<file path="config.mk">
export PLATFORM = sky130hd
export DESIGN_NAME = duration_text_to_seconds
export DESIGN_NICKNAME = d
export VERILOG_FILES = /design/src/hdl/dtts_pkg.sv /design/src/hdl/dtts_front.sv /design/src/hdl/dtts_queue.sv /design/src/hdl/dtts_back.sv /design/src/hdl/duration_text_to_seconds.sv
export SDC_FILE = /design/constraint.sdc
export NUM_CORES = 1
export LEC_CHECK = 0
export BUFFER_PORTS_ARGS = -buffer_cell sky130_fd_sc_hd__buf_2
export CELL_PAD_IN_SITES_DETAIL_PLACEMENT = 0
export CELL_PAD_IN_SITES_GLOBAL_PLACEMENT = 1
export CORE_MARGIN = 3
export CORE_UTILIZATION = 56
export CTS_CLUSTER_SIZE = 40
export DETAILED_ROUTE_END_ITERATION = 7
export GPL_TIMING_DRIVEN = 0
export HOLD_SLACK_MARGIN = 0.1
export PLACE_DENSITY = 0.95
export SETUP_SLACK_MARGIN = 0.1
export SLEW_MARGIN = 20
export SYNTH_ARGS = -nofsm -noshare
export SYNTH_HDL_FRONTEND = slang
export SYNTH_HIERARCHICAL = 1
export SYNTH_SLANG_ARGS = --single-unit
</file>
<file path="constraint.sdc">
create_clock -name clk -period 18.35 [get_ports clk]
set_clock_uncertainty 0.1 [all_clocks]
set_input_delay 0.9175 -clock clk [delete_from_list [all_inputs] [get_ports clk]]
set_output_delay 0.9175 -clock clk [all_outputs]
set_load 0.02 [all_outputs]
</file>
<file path="src/hdl/dtts_pkg.sv">
// ----------------------------------------------------------------------------
// dtts_pkg
// Types and constants shared by the duration text to seconds block.
// ----------------------------------------------------------------------------
`default_nettype none

package dtts_pkg;

  // One character of the duration text.
  typedef struct packed {
    logic [7:0] char_code;
    logic       last_char;
  } in_item_t;

  // One parsed duration.
  typedef struct packed {
    logic [31:0] total_seconds;
    logic        bad_format;
  } out_item_t;

  // Class of a character as decided by the front end.
  typedef enum logic [1:0] {
    OP_DIGIT,
    OP_UNIT,
    OP_BAD
  } op_kind_t;

  localparam int MULT_W = 17;

  // Classified character as queued between front and back.
  typedef struct packed {
    op_kind_t            kind;
    logic [3:0]          digit;
    logic [MULT_W-1:0]   mult;
    logic                last;
  } op_t;

  localparam logic [7:0] CHAR_ZERO = 8'h30;
  localparam logic [7:0] CHAR_NINE = 8'h39;
  localparam logic [7:0] CHAR_DAY  = 8'h64;
  localparam logic [7:0] CHAR_HOUR = 8'h68;
  localparam logic [7:0] CHAR_MIN  = 8'h6d;
  localparam logic [7:0] CHAR_SEC  = 8'h73;

  localparam logic [MULT_W-1:0] SECS_PER_DAY  = 17'd86400;
  localparam logic [MULT_W-1:0] SECS_PER_HOUR = 17'd3600;
  localparam logic [MULT_W-1:0] SECS_PER_MIN  = 17'd60;
  localparam logic [MULT_W-1:0] SECS_PER_SEC  = 17'd1;

endpackage

`default_nettype wire

</file>
<file path="src/hdl/dtts_front.sv">
// ----------------------------------------------------------------------------
// dtts_front
// Accepts characters and classifies them into digit, unit or bad operations.
// ----------------------------------------------------------------------------
`default_nettype none

module dtts_front (
  input  wire               item_valid,
  input  dtts_pkg::in_item_t item,
  output logic              item_stall,
  input  wire               queue_full,
  output logic              push,
  output dtts_pkg::op_t     push_op
);

  logic [7:0] ch;
  logic [3:0] digit_value;

  assign ch          = item.char_code;
  assign digit_value = 4'(ch - dtts_pkg::CHAR_ZERO);
  assign item_stall  = queue_full;
  assign push        = item_valid && !queue_full;

  always_comb begin
    push_op.last  = item.last_char;
    push_op.digit = digit_value;
    push_op.mult  = '0;
    push_op.kind  = dtts_pkg::OP_BAD;
    if (ch >= dtts_pkg::CHAR_ZERO && ch <= dtts_pkg::CHAR_NINE) begin
      push_op.kind = dtts_pkg::OP_DIGIT;
    end else begin
      unique case (ch)
        dtts_pkg::CHAR_DAY: begin
          push_op.kind = dtts_pkg::OP_UNIT;
          push_op.mult = dtts_pkg::SECS_PER_DAY;
        end
        dtts_pkg::CHAR_HOUR: begin
          push_op.kind = dtts_pkg::OP_UNIT;
          push_op.mult = dtts_pkg::SECS_PER_HOUR;
        end
        dtts_pkg::CHAR_MIN: begin
          push_op.kind = dtts_pkg::OP_UNIT;
          push_op.mult = dtts_pkg::SECS_PER_MIN;
        end
        dtts_pkg::CHAR_SEC: begin
          push_op.kind = dtts_pkg::OP_UNIT;
          push_op.mult = dtts_pkg::SECS_PER_SEC;
        end
        default: begin
          push_op.kind = dtts_pkg::OP_BAD;
        end
      endcase
    end
  end

endmodule

`default_nettype wire

</file>
<file path="src/hdl/dtts_queue.sv">
// ----------------------------------------------------------------------------
// dtts_queue
// Short first-in first-out queue of classified operations.
// ----------------------------------------------------------------------------
`default_nettype none

module dtts_queue #(
  parameter int DEPTH = 4
) (
  input  wire           clk,
  input  wire           rst,
  input  wire           push,
  input  dtts_pkg::op_t push_op,
  output logic          full,
  input  wire           pop,
  output logic          head_valid,
  output dtts_pkg::op_t head_op
);

  localparam int PTR_W = (DEPTH > 1) ? $clog2(DEPTH) : 1;
  localparam int CNT_W = $clog2(DEPTH + 1);

  dtts_pkg::op_t    slots [DEPTH];
  logic [PTR_W-1:0] wr_ptr;
  logic [PTR_W-1:0] rd_ptr;
  logic [CNT_W-1:0] count;

  function automatic logic [PTR_W-1:0] bump(input logic [PTR_W-1:0] p);
    return (p == PTR_W'(DEPTH - 1)) ? '0 : p + PTR_W'(1);
  endfunction

  assign full       = (count == CNT_W'(DEPTH));
  assign head_valid = (count != '0);
  assign head_op    = slots[rd_ptr];

  always_ff @(posedge clk) begin
    if (push) begin
      slots[wr_ptr] <= push_op;
    end
  end

  always_ff @(posedge clk) begin
    if (rst) begin
      wr_ptr <= '0;
      rd_ptr <= '0;
      count  <= '0;
    end else begin
      if (push) begin
        wr_ptr <= bump(wr_ptr);
      end
      if (pop) begin
        rd_ptr <= bump(rd_ptr);
      end
      if (push && !pop) begin
        count <= count + CNT_W'(1);
      end else if (pop && !push) begin
        count <= count - CNT_W'(1);
      end
    end
  end

endmodule

`default_nettype wire

</file>
<file path="src/hdl/dtts_back.sv">
// ----------------------------------------------------------------------------
// dtts_back
// Executes queued operations on the running number and total, and holds the
// result register.
// ----------------------------------------------------------------------------
`default_nettype none

module dtts_back (
  input  wire               clk,
  input  wire               rst,
  input  wire               head_valid,
  input  dtts_pkg::op_t     head_op,
  output logic              pop,
  output logic              result_valid,
  input  wire               result_stall,
  output dtts_pkg::out_item_t result
);

  logic [31:0] acc;
  logic [31:0] acc_next;
  logic [31:0] total;
  logic [31:0] total_next;
  logic        err;
  logic        err_next;
  logic        out_free;
  logic        load;
  logic [31:0] product;

  assign out_free = !result_valid || !result_stall;
  assign pop      = head_valid && (!head_op.last || out_free);
  assign load     = pop && head_op.last;
  // Only the low 32 bits of the product matter since the total wraps.
  assign product  = acc * 32'(head_op.mult);

  always_comb begin
    acc_next   = acc;
    total_next = total;
    err_next   = err;
    if (!err) begin
      unique case (head_op.kind)
        dtts_pkg::OP_DIGIT: begin
          acc_next = {acc[28:0], 3'b000} + {acc[30:0], 1'b0} + 32'(head_op.digit);
        end
        dtts_pkg::OP_UNIT: begin
          total_next = total + product;
          acc_next   = '0;
        end
        default: begin
          err_next = 1'b1;
        end
      endcase
    end
  end

  always_ff @(posedge clk) begin
    if (rst) begin
      acc          <= '0;
      total        <= '0;
      err          <= 1'b0;
      result_valid <= 1'b0;
    end else begin
      if (pop) begin
        if (head_op.last) begin
          acc   <= '0;
          total <= '0;
          err   <= 1'b0;
        end else begin
          acc   <= acc_next;
          total <= total_next;
          err   <= err_next;
        end
      end
      if (load) begin
        result_valid <= 1'b1;
      end else if (!result_stall) begin
        result_valid <= 1'b0;
      end
    end
  end

  always_ff @(posedge clk) begin
    if (load) begin
      result.total_seconds <= err_next ? 32'd0 : total_next;
      result.bad_format    <= err_next;
    end
  end

endmodule

`default_nettype wire

</file>
<file path="src/hdl/duration_text_to_seconds.sv">
// ----------------------------------------------------------------------------
// duration_text_to_seconds
// Converts a duration text such as 1d2h30m, one character per item, into a
// count of seconds.
// ----------------------------------------------------------------------------
// Usage:
// The input channel (item_valid, item_stall, item) carries one character of
// the text per item, with last_char set on the final character. The output
// channel (result_valid, result_stall, result) carries one item per text:
// the total in seconds and a bad-format flag, with the total forced to zero
// when any character other than a digit or one of the unit letters d, h, m,
// s appeared. Digits with no unit after them at the end are dropped, and all
// arithmetic wraps modulo 2^32.
// Throughput is one character per cycle while item_stall is low. Results
// go through the queue to the output register; the back end updates the
// running number or total with one constant multiply and one add per cycle.
// A queue of QUEUE_DEPTH entries sits between the classifying front end and
// the arithmetic back end. When the receiver stalls, the result is held in
// the output register, characters of the next text keep flowing into the
// back end, and only the next last character waits; item_stall rises once
// the queue is full. Reset clears the queue, the running state and the
// output valid; the block takes items as soon as reset is released.
// ----------------------------------------------------------------------------
`default_nettype none

module duration_text_to_seconds #(
  parameter int QUEUE_DEPTH = 4
) (
  input  wire                 clk,
  input  wire                 rst,
  input  wire                 item_valid,
  output logic                item_stall,
  input  dtts_pkg::in_item_t  item,
  output logic                result_valid,
  input  wire                 result_stall,
  output dtts_pkg::out_item_t result
);

  // Front end to queue.
  logic          push;
  dtts_pkg::op_t push_op;
  logic          queue_full;

  // Queue to back end.
  logic          pop;
  logic          head_valid;
  dtts_pkg::op_t head_op;

  // Classifies each accepted character and pushes it when there is room.
  dtts_front u_front (
    .item_valid (item_valid),
    .item       (item),
    .item_stall (item_stall),
    .queue_full (queue_full),
    .push       (push),
    .push_op    (push_op)
  );

  // Decouples acceptance from execution so each side stalls on its own.
  dtts_queue #(
    .DEPTH (QUEUE_DEPTH)
  ) u_queue (
    .clk        (clk),
    .rst        (rst),
    .push       (push),
    .push_op    (push_op),
    .full       (queue_full),
    .pop        (pop),
    .head_valid (head_valid),
    .head_op    (head_op)
  );

  // Runs the digit and unit arithmetic and presents the result.
  dtts_back u_back (
    .clk          (clk),
    .rst          (rst),
    .head_valid   (head_valid),
    .head_op      (head_op),
    .pop          (pop),
    .result_valid (result_valid),
    .result_stall (result_stall),
    .result       (result)
  );

endmodule

`default_nettype wire

</file>
Word level (Yosys, flattened, before mapping)
Memories as Yosys holds them, arrays and structs flattened. A register that Yosys moved wholly into a read port is not among the register bits.
Cells that the tools add are included.
W data, S select, Z words.
{"block": "word_totals", "ff_bits": 106, "mem_bits_rw": 96, "in_bits": 13, "out_inout_bits": 35, "wordCells": 75, "n_memories": 1}
{"name": "u_queue.slots", "depth": 4, "word_bits": 24, "read_ports": 1, "rd_ports_with_merged_regs": 1, "wr": 1, "line_no": "dtts_queue.sv:23", "text": "dtts_pkg::op_t slots [DEPTH];"}
{"block": "op_classes", "addsub": 8, "mul": 1, "order_cmp": 2, "eq_ne": 10, "n_mux": 23, "reduce_logical": 21}
{"cell": "$mux W32", "n": 5}
{"cell": "$pmux W17 S4", "n": 1}
{"cell": "$add A32 B32 Y32", "n": 2}
{"cell": "$pmux W32 S2", "n": 1}
{"cell": "$add A32 B4 Y32", "n": 1}
{"cell": "$eq A8 B7 Y1 const B", "n": 4}
{"cell": "$mul A32 B17 Y32", "n": 1}
{"cell": "$mux W17", "n": 1}
{"cell": "$mux W2", "n": 6}
{"cell": "$ge A8 B6 Y1 const B", "n": 1}
{"cell": "$le A8 B6 Y1 const B", "n": 1}
{"cell": "$mux W1", "n": 7}
{"cell": "$logic_and A1 B1 Y1", "n": 6}
{"cell": "$logic_not A1 Y1", "n": 6}
{"cell": "$mux W3", "n": 2}
{"cell": "$reduce_bool A3 Y1", "n": 2}
{"cell": "$add A2 B1 Y2 const B", "n": 2}
{"cell": "$eq A2 B2 Y1 const B", "n": 2}
{"cell": "$ne A2 B1 Y1 const B", "n": 2}
{"cell": "$reduce_or A4 Y1", "n": 1}
{"cell": "$sub A4 B1 Y4 const B", "n": 1}
{"cell": "$add A3 B1 Y3 const B", "n": 1}
{"cell": "$eq A3 B3 Y1 const B", "n": 1}
{"cell": "$reduce_and A3 Y1", "n": 1}
{"cell": "6 further kinds", "n": 7}

Depth between registers and ports, before layout
{"block": "logic_depth", "ltp_word": 7, "ltp_mapped": 29, "ltp_nobuf": 25}

Hierarchy
Netlist, hierarchy kept.
{"module": "dtts_back", "instances": 1, "cells_each": 2074, "area_per_inst_um2": 18228.7, "seq_area_each_um2": 2312.2}
{"module": "dtts_queue", "instances": 1, "cells_each": 170, "area_per_inst_um2": 3945.0, "seq_area_each_um2": 3062.9}
{"module": "dtts_front", "instances": 1, "cells_each": 39, "area_per_inst_um2": 296.5, "seq_area_each_um2": 0.0}

Least setup slack after synthesis
Ideal clock, no wire load.
{"block": "synth_timing", "path_type": "reg-to-reg", "startpoint": "register with a tool-made name", "endpoint": "register u_back.total[29]", "setup_ps": 70, "arrival_time_ps": 6623, "required_time_ps": 18180, "setup_slack_ps": 11557, "path_stages_with_launch": 29, "path_buffers": 4, "period_less_slack_ps": 6793, "path_cell_list": "dfxtp_1 clkbuf_1 buf_2 mux4_2 clkbuf_1 clkbuf_1 nand2_1 fa_1 inv_1 fa_1 inv_1 fa_1 inv_1 fa_1 fa_1 inv_1 fa_1 inv_1 ha_1 a21o_1 a21oi_1 nand2_1 o21ai_0 a21oi_1 nor3_1 o21ai_1 xnor2_1 or3_1 a21oi_1"}
{"element": "end signal, assigned", "line_no": "dtts_back.sv:69", "text": "total <= total_next;"}
{"element": "end, declared", "line_no": "dtts_back.sv:21", "text": "logic [31:0] total;"}

==> results.toml <==
[placement]
hpwl_mm = 45.2
post-place-ws_ns = 9.78
dp.cells = 2851
io_buffers = 46
gp_congestion = 0.959

[yosys]
syn_area_per_cell_um2 = 9.84
synthTopCellsByCount = "inv_1 (474), fa_1 (352), nand2_1 (325)"
synth_top_area_frac = 0.314
syn_inst = 2283
ys_seq_area_frac = 0.239
ys_async_sr_fraction = 0
yosysWarnings = 6
ys.flop_type = "edfxtp_1"
yosysMostFrequentCell = "inv_1"
synth.distinct_cells = 73
syn_area_mm2 = 0.0225
yosys.area.top_type = "fa_1"
synth_area_leaders = "fa_1 (31%), edfxtp_1 (17%), inv_1 (7.9%)"
synth_edf_count = 129
synth-seq-cells = 204

[min_path]
min_to = "u_back/err$_SDFFE_PP0P_"
min_path_type = "register to register"
hp-start = "u_back/err$_SDFFE_PP0P_"
hold_path_depth = 1

[final_layout]
fin_util = 0.617
seqCellArea_mm2 = 0.00538
nets = 2855
multi_input_area_mm2 = 0.0148
area_growth_syn_to_layout_pct = 7.38
final_cells = 2893
nFillCells = 3181
diodes = 0
final_layout_size_suffix_gt1_frac = 0.0640

[sta]
tightest_slew_ns = 0.875
rsz0062_at_grt = "no"
max_slew_margin = 0.417
hold_viol_final = 0
setup_viol = 0
finalSetupTns_ns = 0
max_freq_ghz = 0.116
post-route-min-period_ns = 8.59
report.final.slew_viol_count = 0
setup_ws_ns = 9.76
min_period_over_period = 0.468

[pwr]
combPwrFrac = 0.431
leakage_nw = 11.1
power_frac_seq = 0.318
ir_worst_vdd_v = 0.0000969
clkPwrFrac = 0.251
switchingPower_w = 0.000799
p_per_area_mw_per_mm2 = 75.8
intPower_w = 0.00103
switching_share = 0.437

[drt]
avgViaCountPerCell = 5.45
postRouteAntennaNets = 0
drc = 0
firstDrtPassIters = 5
drt_wl_total_mm = 56.2
drtIter0Drc = 989
dr_total_vias = 15800
wire_per_inst_um = 19.4

[floorplanning]
rows = 72
core_area_mm2 = 0.0391
die_y_um = 206
chipWidth_um = 206
dieArea_mm2 = 0.0426
ios = 48
start_util = 0.575

[clock_tree]
numCtsBuffers = 23
holdBufCountCts = 0
cts-htree-levels = 1
ctsResizeCount = 0
ctsLongestPathBuffers = 3
cts_root_buffer = "clkbuf_16"
cts_tree = "yes"
clk_pin_slew_ns = 0.06
cts.sinks = 204
clock_latency_ns = 0.56
post_cts.repair.setup_buffers = 0

[worst_setup_path]
crit_type = "register to register"
critPathLaunchType = "register"
r2r_slack_ns = 9.76
r2r_cells = 27
crit_fanout = 10
critPathArrivalTime_ns = 8.75
r2r-end = "u_back/result[30]$_SDFFCE_PN0P_"
required_ns = 18.51
critical_path.endpoint_type = "register"

[global_routing]
antenna_found_initial = 0
grt_pass1_wl_mm = 90.9
gr-total-overflow = 0
grt_pass1_vias = 17000
grt_max_degree = 35
grt_usage = 0.278

[flow_run]
maxCapViolCount = 0

[outcome]
status = "finished clean"
[worst max-delay path by stage]
stage | start | end | slack [ns] | cells past startpoint
floorplan | register | u_back/total[29]$_SDFFE_PP0P_ | 11.56 | 28
global placement | register | u_back/result[30]$_SDFFCE_PN0P_ | 9.97 | 27
detailed placement | register | u_back/result[30]$_SDFFCE_PN0P_ | 9.78 | 27
CTS | register | u_back/result[30]$_SDFFCE_PN0P_ | 9.80 | 27
global route | register | u_back/total[29]$_SDFFE_PP0P_ | 9.31 | 28
finish | register | u_back/result[30]$_SDFFCE_PN0P_ | 9.76 | 27
[through the flow]
stage               cell area (um2)  total power (W)  hold WS [ns]
floorplan                     22500          0.00107         0.332
detailed placement            23400          0.00136         0.359
finish                        24100          0.00183         0.377
global route                  24100          0.00192         0.412
CTS                           24100          0.00182         0.374
global placement              23400          0.00134         0.340
[placed cells by master, fill, tap and decap left out, drive strengths merged, types with 10 or more instances in the layout]
| cell | n |
|---|---|
| and2 | 154 |
| nand2 | 325 |
| mux2i | 24 |
| a22oi | 25 |
| buf | 73 |
| nor2 | 88 |
| mux4 | 24 |
| xnor2 | 57 |
| inv | 476 |
| ha | 132 |
| dfxtp | 75 |
| xor2 | 28 |
| a21o | 22 |
| edfxtp | 129 |
| o21a | 12 |
| clkinv | 11 |
| nand2b | 10 |
| nor3 | 14 |
| a21oi | 59 |
| clkbuf | 114 |
| o21ai | 55 |
| fa | 352 |
[state kept, by name, summed over array words and instances, names as in the netlist, 2 cells and up, named ones only]
register,cells
u_back/acc,32
u_back/result,33
u_back/total,32
u_queue/count,3
u_queue/rd_ptr,2
u_queue/slots,96
u_queue/wr_ptr,2
[critical path, cell delays in order, from the launching register on]
cell and delay, ns:
dfxtp_1 0.31, clkbuf_1 0.25, buf_2 0.32, mux4_2 0.39, clkbuf_1 0.54, clkbuf_1 0.61
nand2_1 0.17, fa_1 0.56, inv_1 0.05, fa_1 0.52, inv_1 0.05, fa_1 0.49
inv_1 0.05, fa_1 0.50, fa_1 0.49, inv_1 0.05, fa_1 0.48, inv_1 0.04
ha_1 0.36, a21o_1 0.20, a21oi_1 0.21, nand2_1 0.06, o21ai_0 0.33, a21oi_1 0.17
nor3_1 0.26, o21ai_1 0.12, xnor2_1 0.44, o21ai_0 0.18
[power by group through the flow]
| stage | clock network (W) | logic, W | registers, W |
|---|---|---|---|
| after floorplan | 0 | 0.000445 | 0.000623 |
| after global placement | 0 | 0.000755 | 0.000590 |
| after detailed placement | 0 | 0.000769 | 0.000592 |
| after CTS | 0.000468 | 0.000773 | 0.000583 |
| after global routing | 0.000485 | 0.000842 | 0.000589 |
| final | 0.000460 | 0.000788 | 0.000582 |
[cell families (layout without fill, tap and decap cells)]
kind of cell	Yosys count	in the layout	share of synthesized area
AO/OA/AOI/OAI	226	226	0.0659
XOR/XNOR	85	85	0.0331
adder cells (fa/ha/maj)	484	484	0.387
buffers and inverters	589	678	0.103
flip-flops	204	204	0.239
multiplexers	48	48	0.0354
other	1	4	0.000167
AND/OR/NAND/NOR	646	646	0.136
[final cells by class]
| type | instances | area share |
|---|---|---|
| Tap cell | 518 | 0.0269 |
| Timing Repair Buffer | 47 | 0.00975 |
| Buffer | 115 | 0.0225 |
| Multi-Input combinational cell | 1493 | 0.613 |
| Clock buffer | 25 | 0.0242 |
| Sequential cell | 204 | 0.223 |
| Clock inverter | 17 | 0.00695 |
| Inverter | 474 | 0.0737 |
[metal layers]
metal / part of all wire / vias to the layer above / track usage / wire length (um)
met1: 0.40 / 7827 / 0.353 / 22700
met4: 0.046 / 0 / 0.108 / 2590
met5: 0 / - / 0 / 0
li1: - / 7206 / - / -
met3: 0.088 / 140 / 0.0799 / 4920
met2: 0.46 / 585 / 0.455 / 26000
Note: power is estimated with default switching activity, not from simulation.
